===== config.mk =====
export PLATFORM = sky130hd
export DESIGN_NAME = mqtt_fixed_header_deframer_top
export DESIGN_NICKNAME = d
export VERILOG_FILES = /design/src/rtl/mfhd_pkg.sv /design/src/rtl/mfhd_parser.sv /design/src/rtl/mqtt_fixed_header_deframer_top.sv
export SDC_FILE = /design/constraint.sdc
export NUM_CORES = 1
export LEC_CHECK = 0
export BUFFER_PORTS_ARGS = -buffer_cell sky130_fd_sc_hd__buf_2
export CAP_MARGIN = 40
export CORE_ASPECT_RATIO = 1.25
export CORE_MARGIN = 2
export CORE_UTILIZATION = 64
export CTS_CLUSTER_DIAMETER = 120
export DETAILED_ROUTE_END_ITERATION = 10
export HOLD_SLACK_MARGIN = 0.05
export PLACE_DENSITY_LB_ADDON = 0.05
export SYNTH_ARGS = -nofsm -noshare
export SYNTH_HDL_FRONTEND = slang
export SYNTH_SLANG_ARGS = --single-unit

===== constraint.sdc =====
create_clock -name clk -period 4.6 [get_ports clk]
set_input_delay 0.46 -clock clk [delete_from_list [all_inputs] [get_ports clk]]
set_output_delay 0.46 -clock clk [all_outputs]
set_load 0.02 [all_outputs]

===== src/rtl/mfhd_pkg.sv =====
// Shared constants and types for the MQTT fixed-header deframer.
package mfhd_pkg;

  localparam int MaxLengthBytes = 4;
  localparam int LenW = 28;
  localparam int CntW = 3;

  // Parser phases.
  localparam logic [1:0] PhIdle    = 2'd0;
  localparam logic [1:0] PhLength  = 2'd1;
  localparam logic [1:0] PhPayload = 2'd2;

  // Status codes.
  localparam logic [1:0] StBusy        = 2'd0;
  localparam logic [1:0] StOk          = 2'd1;
  localparam logic [1:0] StMalformed   = 2'd2;
  localparam logic [1:0] StUnsupported = 2'd3;

  // One bit per packet type that the client accepts: 2-7, 9, 11, 12 and 13.
  localparam logic [15:0] AcceptedTypes = 16'h3AFC;

  typedef struct packed {
    logic [3:0]      packet_type;
    logic [3:0]      packet_flags;
    logic [LenW-1:0] body_length;
    logic            length_known;
    logic [7:0]      payload_byte;
    logic            payload_valid;
    logic            packet_done;
    logic [1:0]      status;
  } result_t;

endpackage


===== src/rtl/mfhd_parser.sv =====
// Per-byte fixed-header parser: state registers and the next-state logic.
module mfhd_parser
  import mfhd_pkg::*;
(
  input  logic    clk,
  input  logic    rst,
  input  logic    step,
  input  logic [7:0] rx_byte,
  output result_t result
);

  logic [1:0]      phase, phase_next;
  logic [7:0]      command_byte, command_byte_next;
  logic [LenW-1:0] length_acc, length_acc_next;
  logic [CntW-1:0] length_count, length_count_next;
  logic [LenW-1:0] bytes_to_go, bytes_to_go_next;

  logic [LenW-1:0] group_shifted;
  logic [LenW-1:0] acc_sum;
  logic [CntW-1:0] count_inc;
  logic [LenW-1:0] btg_dec;
  logic [1:0]      final_status;

  always_comb begin
    unique case (length_count[1:0])
      2'd0:    group_shifted = {21'd0, rx_byte[6:0]};
      2'd1:    group_shifted = {14'd0, rx_byte[6:0], 7'd0};
      2'd2:    group_shifted = {7'd0, rx_byte[6:0], 14'd0};
      default: group_shifted = {rx_byte[6:0], 21'd0};
    endcase
  end

  // Groups never overlap, so accumulation is a plain OR.
  assign acc_sum      = length_acc | group_shifted;
  assign count_inc    = length_count + CntW'(1);
  assign btg_dec      = bytes_to_go - LenW'(1);
  assign final_status = AcceptedTypes[command_byte[7:4]] ? StOk : StUnsupported;

  always_comb begin
    phase_next        = phase;
    command_byte_next = command_byte;
    length_acc_next   = length_acc;
    length_count_next = length_count;
    bytes_to_go_next  = bytes_to_go;

    result.body_length   = '0;
    result.length_known  = 1'b0;
    result.payload_byte  = '0;
    result.payload_valid = 1'b0;
    result.packet_done   = 1'b0;
    result.status        = StBusy;

    unique case (phase)
      PhLength: begin
        length_acc_next   = acc_sum;
        length_count_next = count_inc;
        if (rx_byte[7]) begin
          if (count_inc >= CntW'(MaxLengthBytes)) begin
            result.packet_done = 1'b1;
            result.status      = StMalformed;
            phase_next         = PhIdle;
            length_acc_next    = '0;
            length_count_next  = '0;
            bytes_to_go_next   = '0;
          end
        end else begin
          result.length_known = 1'b1;
          result.body_length  = acc_sum;
          if (acc_sum == '0) begin
            result.packet_done = 1'b1;
            result.status      = final_status;
            phase_next         = PhIdle;
            length_acc_next    = '0;
            length_count_next  = '0;
            bytes_to_go_next   = '0;
          end else begin
            bytes_to_go_next = acc_sum;
            phase_next       = PhPayload;
          end
        end
      end
      PhPayload: begin
        result.length_known  = 1'b1;
        result.body_length   = length_acc;
        result.payload_byte  = rx_byte;
        result.payload_valid = 1'b1;
        bytes_to_go_next     = btg_dec;
        if (btg_dec == '0) begin
          result.packet_done = 1'b1;
          result.status      = final_status;
          phase_next         = PhIdle;
          length_acc_next    = '0;
          length_count_next  = '0;
        end
      end
      default: begin
        // Idle, and the unused phase code: this byte is a command byte.
        command_byte_next = rx_byte;
        phase_next        = PhLength;
        length_acc_next   = '0;
        length_count_next = '0;
        bytes_to_go_next  = '0;
      end
    endcase

    result.packet_type  = command_byte_next[7:4];
    result.packet_flags = command_byte_next[3:0];
  end

  always_ff @(posedge clk) begin
    if (rst) begin
      phase        <= PhIdle;
      command_byte <= '0;
      length_acc   <= '0;
      length_count <= '0;
      bytes_to_go  <= '0;
    end else if (step) begin
      phase        <= phase_next;
      command_byte <= command_byte_next;
      length_acc   <= length_acc_next;
      length_count <= length_count_next;
      bytes_to_go  <= bytes_to_go_next;
    end
  end

  a_payload_count_nonzero: assert property (@(posedge clk) disable iff (rst)
    phase == PhPayload |-> bytes_to_go != '0)
    else $error("payload phase entered with nothing left to receive");

  a_length_count_bounded: assert property (@(posedge clk) disable iff (rst)
    phase == PhLength |-> length_count < CntW'(MaxLengthBytes))
    else $error("length byte count ran past its limit");

  a_malformed_not_known: assert property (@(posedge clk) disable iff (rst)
    step && result.status == StMalformed |-> !result.length_known && result.packet_done)
    else $error("malformed length reported with a known length");

  a_done_returns_idle: assert property (@(posedge clk) disable iff (rst)
    step && result.packet_done |=> phase == PhIdle)
    else $error("parser did not return to idle after a finished packet");

endmodule


===== src/rtl/mqtt_fixed_header_deframer_top.sv =====
// MQTT fixed-header deframer: input register, parser and result register.
//
// Takes one received byte per request and returns exactly one result per
// byte. A byte can be accepted on every clock while the input side does not
// stall. The byte is captured in the input register at the accepting edge;
// when the parser advances, its state update and the result for that byte
// are loaded at the same edge. The input side stalls only while the result
// register holds a result that has not yet been taken.
module mqtt_fixed_header_deframer_top
  import mfhd_pkg::*;
(
  input  logic            clk,
  input  logic            rst,
  input  logic            in_valid,
  output logic            in_ready,
  input  logic [7:0]      rx_byte,
  output logic            out_valid,
  input  logic            out_ready,
  output logic [3:0]      packet_type,
  output logic [3:0]      packet_flags,
  output logic [LenW-1:0] body_length,
  output logic            length_known,
  output logic [7:0]      payload_byte,
  output logic            payload_valid,
  output logic            packet_done,
  output logic [1:0]      status
);

  logic       held_valid;
  logic [7:0] held_byte;
  logic       advance;
  result_t    result;
  result_t    out_q;

  assign advance  = held_valid && (!out_valid || out_ready);
  assign in_ready = !held_valid || advance;

  always_ff @(posedge clk) begin
    if (rst) begin
      held_valid <= 1'b0;
    end else if (in_ready) begin
      held_valid <= in_valid;
    end
  end

  always_ff @(posedge clk) begin
    if (in_ready && in_valid) begin
      held_byte <= rx_byte;
    end
  end

  mfhd_parser u_parser (
    .clk     (clk),
    .rst     (rst),
    .step    (advance),
    .rx_byte (held_byte),
    .result  (result)
  );

  always_ff @(posedge clk) begin
    if (rst) begin
      out_valid <= 1'b0;
    end else begin
      out_valid <= advance || (out_valid && !out_ready);
    end
  end

  always_ff @(posedge clk) begin
    if (advance) begin
      out_q <= result;
    end
  end

  assign packet_type   = out_q.packet_type;
  assign packet_flags  = out_q.packet_flags;
  assign body_length   = out_q.body_length;
  assign length_known  = out_q.length_known;
  assign payload_byte  = out_q.payload_byte;
  assign payload_valid = out_q.payload_valid;
  assign packet_done   = out_q.packet_done;
  assign status        = out_q.status;

endmodule

Word-level counts from Yosys, hierarchy flattened

Memory sizes are Yosys's and may differ from the RTL's. A register that Yosys moved wholly into a read port is not among the register bits.
Cells that the tools add are included.

Add/subtract/negate cells: 2
Order comparisons: 2
Equal/unequal tests: 6
Mux-type cells: 32
Bitwise logic cells: 1
Reductions and logical operators: 16

Operator list:

| kind                                                                    | number |
|---|---|
| 28-bit 2-to-1 mux                                                       | 6 |
| 28-bit one-hot mux with 2 select lines                                  | 2 |
| 28-bit one-hot mux with 3 select lines                                  | 1 |
| 29-bit one-hot mux with 2 select lines                                  | 1 |
| 28-bit logical NOT                                                      | 2 |
| 29-bit 2-to-1 mux                                                       | 1 |
| 28-bit bitwise OR                                                       | 1 |
| 28-bit by 1-bit subtractor with 28-bit output, second input constant    | 1 |
| 3-bit 2-to-1 mux                                                        | 8 |
| 3-bit one-hot mux with 2 select lines                                   | 2 |
| 2-bit 2-to-1 mux                                                        | 5 |
| 4-bit 2-to-1 mux                                                        | 2 |
| 8-bit 2-to-1 mux                                                        | 1 |
| 4-bit by 5-bit < comparator with 1-bit output, second input constant    | 1 |
| 2-bit by 1-bit == test with 1-bit output, second input constant         | 2 |
| 2-bit == test, second input constant                                    | 2 |
| 2-bit one-hot mux with 2 select lines                                   | 1 |
| 2-bit AND reduction                                                     | 2 |
| 3-bit by 1-bit adder with 3-bit output, second input constant           | 1 |
| 3-bit greater-or-equal comparator, second input constant                | 1 |
| 1-bit logical AND                                                       | 3 |
| 1-bit logical NOT                                                       | 3 |
| 1-bit logical OR                                                        | 3 |
| 3-bit by 2-bit inequality test with 1-bit output, second input constant | 1 |
| 5 further kinds                                                         | 6 |

Register bits after elaboration: 128
Memory bits (read-only): 16
Bits of input ports: 12
Output and inout bits: 51
Word-level logic and storage cells: 76
Memories: 1

Memories:

| name            | words | width | read ports | clocked after memory_dff | wr ports | line              | source |
|---|---|---|---|---|---|---|---|
| (no name shown) | 16    | 1     | 1          | 1                        | 0        | mfhd_parser.sv:37 | `assign final_status = AcceptedTypes[command_byte[7:4]] ? StOk : StUnsupported;` |

Logic depth before layout (Yosys ltp)

Gate-level depths: netlist of the first run.

Depth after elaboration: 7
Gate-level depth with buffers: 11
Gate-level depth less buffers: 9

Hierarchy

From an unflattened synthesis of the first run, not the netlist that was laid out.

Cells, all modules: 639
Area, all modules: 6297.3 um^2

Modules (own cells, without submodules):

| module                         | instances | cells each | area each (um^2) | sequential area each (um^2) |
|---|---|---|---|---|
| mfhd_parser                    | 1         | 572        | 4481.8           | 1401.3 |
| mqtt_fixed_header_deframer_top | 1         | 67         | 1815.5           | 1751.7 |

Worst setup path after synthesis of the first run

Ideal clock, no wire load.

Path type: register -> register
Start point: register out_valid
End point: register out_q (netlist bit body_length[0]), enable pin
Setup time: 432 ps
Arrival time: 2666 ps
Required time: 4168 ps
Setup slack: 1502 ps
Cell stages (with the launch flop): 6
Path buffers: 2
Clock period less this slack: 3098 ps
Cells stage by stage: dfxtp_1 nor2b_1 nand2b_1 inv_1 clkbuf_1 clkbuf_1

Longest elaborated chain between the ends: 3

Ends and longest elaborated chain:

| element                  | line                                 | source |
|---|---|---|
| start: declaration       | mqtt_fixed_header_deframer_top.sv:17 | `output logic out_valid,` |
| start signal: assignment | mqtt_fixed_header_deframer_top.sv:64 | `out_valid <= advance \|\| (out_valid && !out_ready);` |
| 1-bit logical NOT        | mqtt_fixed_header_deframer_top.sv:35 | `assign advance = held_valid && (!out_valid \|\| out_ready);` |
| 1-bit logical OR         | mqtt_fixed_header_deframer_top.sv:35 |  |
| 1-bit logical AND        | mqtt_fixed_header_deframer_top.sv:35 |  |
| named net advance        | mqtt_fixed_header_deframer_top.sv:31 | `logic advance;` |
| end signal: assignment   | mqtt_fixed_header_deframer_top.sv:70 | `out_q <= result;` |
| end: declaration         | mqtt_fixed_header_deframer_top.sv:33 | `result_t out_q;` |

The timed path passes the listed nets, and every way through them passes these cells.
A chain may end at the register's enable or synchronous reset.

Worst setup path after layout of the first run

Start point: register u_parser.bytes_to_go[0]
End point: register u_parser.length_acc[2]

Longest elaborated chain between the ends: 4

Ends and longest elaborated chain:

| element                                                           | line               | source |
|---|---|---|
| start: declaration                                                | mfhd_parser.sv:16  | `logic [LenW-1:0] bytes_to_go, bytes_to_go_next;` |
| start signal: assignment                                          | mfhd_parser.sv:122 | `bytes_to_go <= bytes_to_go_next;` |
| 28-bit by 1-bit subtractor with 28-bit output                     | mfhd_parser.sv:36  | `assign btg_dec = bytes_to_go - LenW'(1);` |
| 28-bit logical NOT                                                | mfhd_parser.sv:88  | `if (btg_dec == '0) begin` |
| 2-bit by 1-bit inequality test with 1-bit output (no source line) | -                  |  |
| 2-bit AND reduction (no source line)                              | -                  |  |
| end signal: assignment                                            | mfhd_parser.sv:120 | `length_acc <= length_acc_next;` |
| end: declaration                                                  | mfhd_parser.sv:14  | `logic [LenW-1:0] length_acc, length_acc_next;` |

Every way passes these cells.

==> results of run 1 <==
through the flow:
stage               hold slack (ns)  cell area, sq um  setup slack [ns]  total power, mW  instances
floorplan                     0.434              6370              1.50             1.38        699
global placement              0.439              6690              1.21             1.43        843
detailed placement            0.447              6740              1.07             1.44        846
CTS                           0.203              7350              1.07             2.84        878
global route                  0.206              7350             0.796             2.89        878
finish                        0.212              7350              1.04             2.83        878
layout make-up:
class / instances / area share, %
clock buffers: 18 / 5.84
clock inverters: 14 / 2.55
inverters: 15 / 0.766
multi-input cells: 502 / 40.0
flip-flops and latches: 129 / 42.9
well taps: 126 / 2.14
repair buffers: 74 / 5.82
state kept, by name, indices dropped and copies added (netlist names), 2 cells and up, named ones only:
register,count
u_parser.length_acc,28
u_parser.length_count,3
u_parser.phase,2
status,2
held_byte,8
packet_flags,4
body_length,28
u_parser.bytes_to_go,28
packet_type,4
payload_byte,8
u_parser.command_byte,8
Yosys cell counts, types with 3 or more instances:
library cell	number
buf_6	3
mux2_2	8
o211ai_1	3
nand2_1	54
nor2b_1	5
clkbuf_1	39
nor2_1	88
and2_1	24
o22ai_1	6
inv_1	15
nand2b_1	10
nand4_1	6
xor2_1	5
o31ai_1	5
nor3_1	14
xnor2_1	9
nor4_1	13
o21ai_0	53
nor4b_1	4
a22oi_1	10
o2111ai_1	3
buf_1	4
ha_1	9
edfxtp_1	57
a32oi_1	10
a31oi_1	19
a41oi_1	13
and3_1	3
or3_1	10
nand3_1	8
buf_2	5
a21oi_1	80
or4_1	7
dfxtp_1	72
worst reg2reg max path, delay by kind of cell, from the launching register on:
family / cells / cell delay, ns
buffers and inverters: 3 / 0.76
AND/OR/NAND/NOR: 4 / 1.07
flip-flops: 1 / 0.37
AO/OA/AOI/OAI: 3 / 0.80
adder cells (fa/ha/maj): 1 / 0.43
routing by layer:
layer	GRT usage, %	wire (microns)	share of wire (%)
met1	40.1	6520	37
met2	55.7	8690	50
met3	6.57	1290	7.4
met4	20.4	1020	5.8
met5	0	0	0
cells by family (layout without fill, tap and decap cells):
kind of cell / count (synthesis) / in the layout / share of synthesized area, %
mux: 9 / 9 / 1.57
compound gates: 213 / 213 / 20.1
simple gates: 257 / 257 / 20.6
buf+inv: 68 / 121 / 4.57
flops: 129 / 129 / 49.5
xor+xnor: 14 / 14 / 1.92
fa+ha+maj: 9 / 9 / 1.77
power by group:
group / internal [mW] / total (mW) / leakage [nW] / switching (mW)
clock: 0.904 / 1.41 / 0.296 / 0.503
sequential: 1.23 / 1.25 / 1.14 / 0.0269
combinational: 0.0528 / 0.170 / 1.18 / 0.118
worst min-delay path by stage:
stage	end	slack (ns)	cells after the start
2_1_floorplan	u_parser.command_byte[0]$_SDFFE_PP0P_	0.43	2
6_report	held_byte[0]$_DFFE_PP_	0.21	1
4_1_cts	held_byte[0]$_DFFE_PP_	0.20	1
5_1_grt	held_byte[4]$_DFFE_PP_	0.21	1
3_3_place_gp	u_parser.command_byte[0]$_SDFFE_PP0P_	0.44	2
3_5_place_dp	u_parser.command_byte[2]$_SDFFE_PP0P_	0.45	2
==> run metrics, run 1 <==
status=complete, no violations; Syn-to-layout area delta=15.3%; area fraction of the dominant cell type after synthesis=26.8%; crit end category=flip-flop; worst-case reg-to-reg path depth=11; Crit Path Category=reg -> reg; Most Frequent Cell on Critical Path=buf_4; MaxCap Viol Count=0; first-pass GRT wire length=between 20000 and 30000 microns; RR Endpoint=u_parser.length_acc[2]$_SDFFE_PP0P_; flops & latches, synth=between 100 and 150; Synth area leaders=edfxtp_1 27%, dfxtp_1 23%, a21oi_1 6.3%, nor2_1 5.2%, o21ai_0 4.2%; Worst EP arrival=between 3 and 4 ns; Max-slew headroom=a little over two fifths; R2R Setup Slk=around 1.0 ns; WP buf/inv=3; largest net degree at the start of global routing=70; TritonRoute pass-1 iters=6; ratio of final minimum period to clock period=around 77%; CP required=approximately 4.9 ns; # diodes=0; Post-CTS Setup Bufs=0; clk buf depth=2; Mapped Avg Cell Area=9.12 sq um; Mapped Cells=about 700; Final setup viols=0; worst setup skew after layout=0.00653 ns; CP Max Fanout=32; drc violations=0; Chip Width=just over 90 microns; Core Area=between 9000 and 10000 sq um; routed length per placed instance=around 20 microns; vias in the first global route=~5400; slowest cell on the critical path=ha_1; CP endpoint=u_parser.length_acc[2]$_SDFFE_PP0P_; Final GP Congestion=about 0.94; sequential area share after synthesis=between 40% and 50%; GRT Total Usage=about 33%; die area=between 10000 and 15000 sq um; post-layout util=about three quarters; crit-path leading delay family=simple AND/OR/NAND/NOR gates; Sequential Area=between 3000 and 4000 sq um; RSZ-0062 raised after global routing=no; Post-synth EDFFs=57; Slew Limit Fails=0; leakage=approximately 2.6 nW; Tmin final=3.56 ns; CTS hold repair buffers=0; total congestion overflow=0; setup TNS=0 ns; IO Port Bufs=between 60 and 70; Via-to-Cell Ratio=approximately 6.6; post-route ant nets=0; Peak VDD IR=roughly 0.33 mV; Initial Util=between 60% and 70%; initial antenna violation count=0; footprint of the multi-input gates=a little under 3000 sq um; most frequent cells in the layout=88 x nor2_1, 80 x a21oi_1, 72 x dfxtp_1; asr flop ratio synth=0%; worst r2r src=u_parser.bytes_to_go[0]$_SDFFE_PP0P_; Die Ht=116 microns; Yosys warnings=0; critical-path cell list=inv_1 > ha_1 > nor3b_2 > nand4_4 > or3_1 > a21o_1 > o41ai_4 > buf_4 > a31o_1 > buf_4 > nor2_1; CTS resizes=0; fillcell total=672; fraction of layout cells with a size suffix above 1=between 10% and 20%; Slew @ Worst Pin=0.863 ns; standard-cell row count=40; Clk pin slew, worst setup/hold paths=0.06 ns; WP depth=11; Clock Latency Late Sink=between 0.4 and 0.5 ns; syn_nets=about 700; worst hold path type=in -> reg; Power Density=roughly 390 nW/um^2; IO Count=63; fmax=about 280 MHz; CTS tree=done; Hold Fails Final Rpt=0; Distinct cells, synth=55; ys flop type=dfxtp_1; htree depth=4; HPWL after DPL=11300 microns; crit path from=u_parser.bytes_to_go[0]$_SDFFE_PP0P_; CTS root buf=clkbuf_16; Startpoint Class=flip-flop; crit-path max cell delay=roughly 0.43 ns; Synth area leader=edfxtp_1; total number of vias=~5800; Cell Area, Synth=approximately 6400 sq um; Total Wirelength=~18000 microns; Initial DRC Count=between 600 and 700; leading cell type in the layout, fill and taps excluded=nor2_1; CTS Buf Count=17; worst hold start=rx_byte[0]; nets@finish=between 700 and 800; Sink Count=between 100 and 150
No activity file was read; power rests on OpenSTA's default activity.
==> inputs of run 2 (changes only) <==
- CORE_UTILIZATION: 64 -> 59
- clock period: 4.6 -> 3.6 ns (I/O delays scaled with it)
==> run metrics, run 2 (same netlist as run 1, synthesis figures left out) <==
status=complete, no violations (unchanged); Initial Util=60.4% (was 66.0%); most frequent cells in the layout=88 x nor2_1, 80 x a21oi_1, 72 x dfxtp_1 (unchanged); standard-cell row count=42 (was 40); CTS Buf Count=17 (unchanged); CTS root buf=clkbuf_16 (unchanged); worst setup margin=0.257 ns (was 1.04 ns); largest net degree at the start of global routing=88 (was 70); Die Ht=120 microns (was 116 microns); Final setup viols=0 (unchanged); IO Count=63 (unchanged); worst hold path type=in -> reg (unchanged); crit end category=flip-flop (unchanged); htree depth=4 (unchanged); Startpoint Class=flip-flop (unchanged); fmax=299 MHz (was 281 MHz); TritonRoute pass-1 iters=5 (was 6); worst hold start=rx_byte[1] (was rx_byte[0]); Placement Setup Slack=0.365 ns (was 1.07 ns); leading cell type in the layout, fill and taps excluded=nor2_1 (unchanged); CTS hold repair buffers=0 (unchanged); CTS resizes=0 (unchanged); Clock Latency Late Sink=0.42 ns (about the same); drc violations=0 (unchanged); clk buf depth=2 (unchanged); worst min-delay path endpoint=held_byte[1]$_DFFE_PP_ (was held_byte[0]$_DFFE_PP_); fraction of layout cells with a size suffix above 1=16.4% (was 15.8%); worst r2r src=u_parser.bytes_to_go[2]$_SDFFE_PP0P_ (was u_parser.bytes_to_go[0]$_SDFFE_PP0P_); R2R Setup Slk=0.26 ns (was 1.04 ns); total number of vias=5713 (was 5758); Total Wirelength=17700 microns (was 17500 microns); Max-slew headroom=36.9% (was 42.5%); # diodes=0 (unchanged); CP required=3.94 ns (was 4.89 ns); initial antenna violation count=0 (unchanged); Clk pin slew, worst setup/hold paths=0.06 ns (about the same); Power Density=474 nW/um^2 (was 385 nW/um^2); worst-case reg-to-reg path depth=7 (was 11); Slew @ Worst Pin=0.946 ns (was 0.863 ns); Post-CTS Setup Bufs=0 (unchanged); fillcell total=887 (was 672); ratio of final minimum period to clock period=92.9% (was 77.4%); RR Endpoint=u_parser.length_count[1]$_SDFFE_PP0P_ (was u_parser.length_acc[2]$_SDFFE_PP0P_); Peak VDD IR=0.370 mV (was 0.330 mV); nets@finish=766 (was 760); die area=11700 sq um (was 10800 sq um); Cell Count Post-Placement=858 (was 846); hold slack=0.114 ns (was 0.212 ns); CP Max Fanout=16 (was 32); Via-to-Cell Ratio=6.42 (was 6.56); Slew Limit Fails=0 (unchanged); setup TNS=0 ns (unchanged); HPWL after DPL=11600 microns (was 11300 microns); Chip Width=97.0 microns (was 93.3 microns); Hold Fails Final Rpt=0 (unchanged); MaxCap Viol Count=0 (unchanged); post-layout util=69.5% (was 76.1%); GRT Total Usage=30.7% (was 33.5%); post-route ant nets=0 (unchanged); hold path cells=1 (unchanged); Core Area=10600 sq um (was 9660 sq um); worst setup skew after layout=0.00695 ns (was 0.00653 ns); first-pass GRT wire length=27900 microns (was 27400 microns); Final Non-Filler Cells=890 (was 878); Final GP Congestion=0.920 (was 0.944); CTS tree=done (unchanged); total congestion overflow=0 (unchanged); Crit Path Category=reg -> reg (unchanged); Tmin final=3.34 ns (was 3.56 ns); Initial DRC Count=558 (was 662); IO Port Bufs=62 (unchanged); leakage=2.60 nW (was 2.62 nW); routed length per placed instance=19.9 microns (was 20.0 microns); Worst EP arrival=3.68 ns (was 3.85 ns); Syn-to-layout area delta=15.2% (was 15.3%); Sink Count=129 (unchanged); vias in the first global route=5460 (was 5407); RSZ-0062 raised after global routing=no (unchanged)
==> run 2: changes by cell type in the layout (fill, tap and decap cells not counted) <==
cell	previous run	this run
buf_4	10	17
clkinvlp_4	2	5
bufinv_16	4	2
buf_12	0	1
buf_16	1	0
buf_8	1	0
clkinv_1	2	3
clkinv_2	2	1
clkinv_4	2	1
==> run 2: worst max path at each step <==
stage / start / end / slack (ns) / cells after the start
2_1_floorplan: out_valid$_SDFF_PP0_ / body_length[0]$_DFFE_PP_ / 0.50 / 5
3_3_place_gp: u_parser.bytes_to_go[2]$_SDFFE_PP0P_ / u_parser.length_count[1]$_SDFFE_PP0P_ / 0.51 / 7
3_5_place_dp: u_parser.bytes_to_go[2]$_SDFFE_PP0P_ / u_parser.length_count[1]$_SDFFE_PP0P_ / 0.36 / 7
4_1_cts: u_parser.bytes_to_go[2]$_SDFFE_PP0P_ / u_parser.length_count[1]$_SDFFE_PP0P_ / 0.33 / 7
5_1_grt: u_parser.bytes_to_go[2]$_SDFFE_PP0P_ / u_parser.length_count[1]$_SDFFE_PP0P_ / 0.13 / 7
6_report: u_parser.bytes_to_go[2]$_SDFFE_PP0P_ / u_parser.length_count[1]$_SDFFE_PP0P_ / 0.26 / 7
==> run 2: layout make-up <==
type | count | area [sq um] | share of cell area (%)
multi-input cells | 502 | 2940 | 40.1
clock inverters | 14 | 140 | 1.91
inverters | 15 | 56.3 | 0.767
well taps | 132 | 165 | 2.25
repair buffers | 80 | 458 | 6.24
clock buffers | 18 | 429 | 5.84
flip-flops and latches | 129 | 3150 | 42.9
==> run 2: where the power goes <==
part	total, mW	internal (mW)	switching [mW]
combinational	0.226	0.0676	0.159
clock	1.66	1.01	0.648
sequential	1.60	1.57	0.0271
total	3.48	2.65	0.834
==> run 2: metrics by stage <==
| step | instance area [sq um] | total power [mW] |
|---|---|---|
| final | 7340 | 3.48 |
| after global routing | 7340 | 3.58 |
| after CTS | 7340 | 3.49 |
| after detailed placement | 6770 | 1.85 |
| after global placement | 6770 | 1.84 |
| after floorplan | 6370 | 1.77 |
==> run 2: worst max-delay path: stages (launching register included) <==
cell and delay (ns):
dfxtp_1 0.39, nor4_4 0.72, nand4_1 0.40, o21ai_0 0.33
nand3_1 0.23, o41a_1 0.52, or4_1 0.51, a21oi_1 0.14
==> run 2: metal layers <==
layer  share of wire, %  GRT usage [%]
met5                  0              0
met1                 39           36.8
met3                5.4           4.51
met4                5.3           18.9
met2                 51           52.3
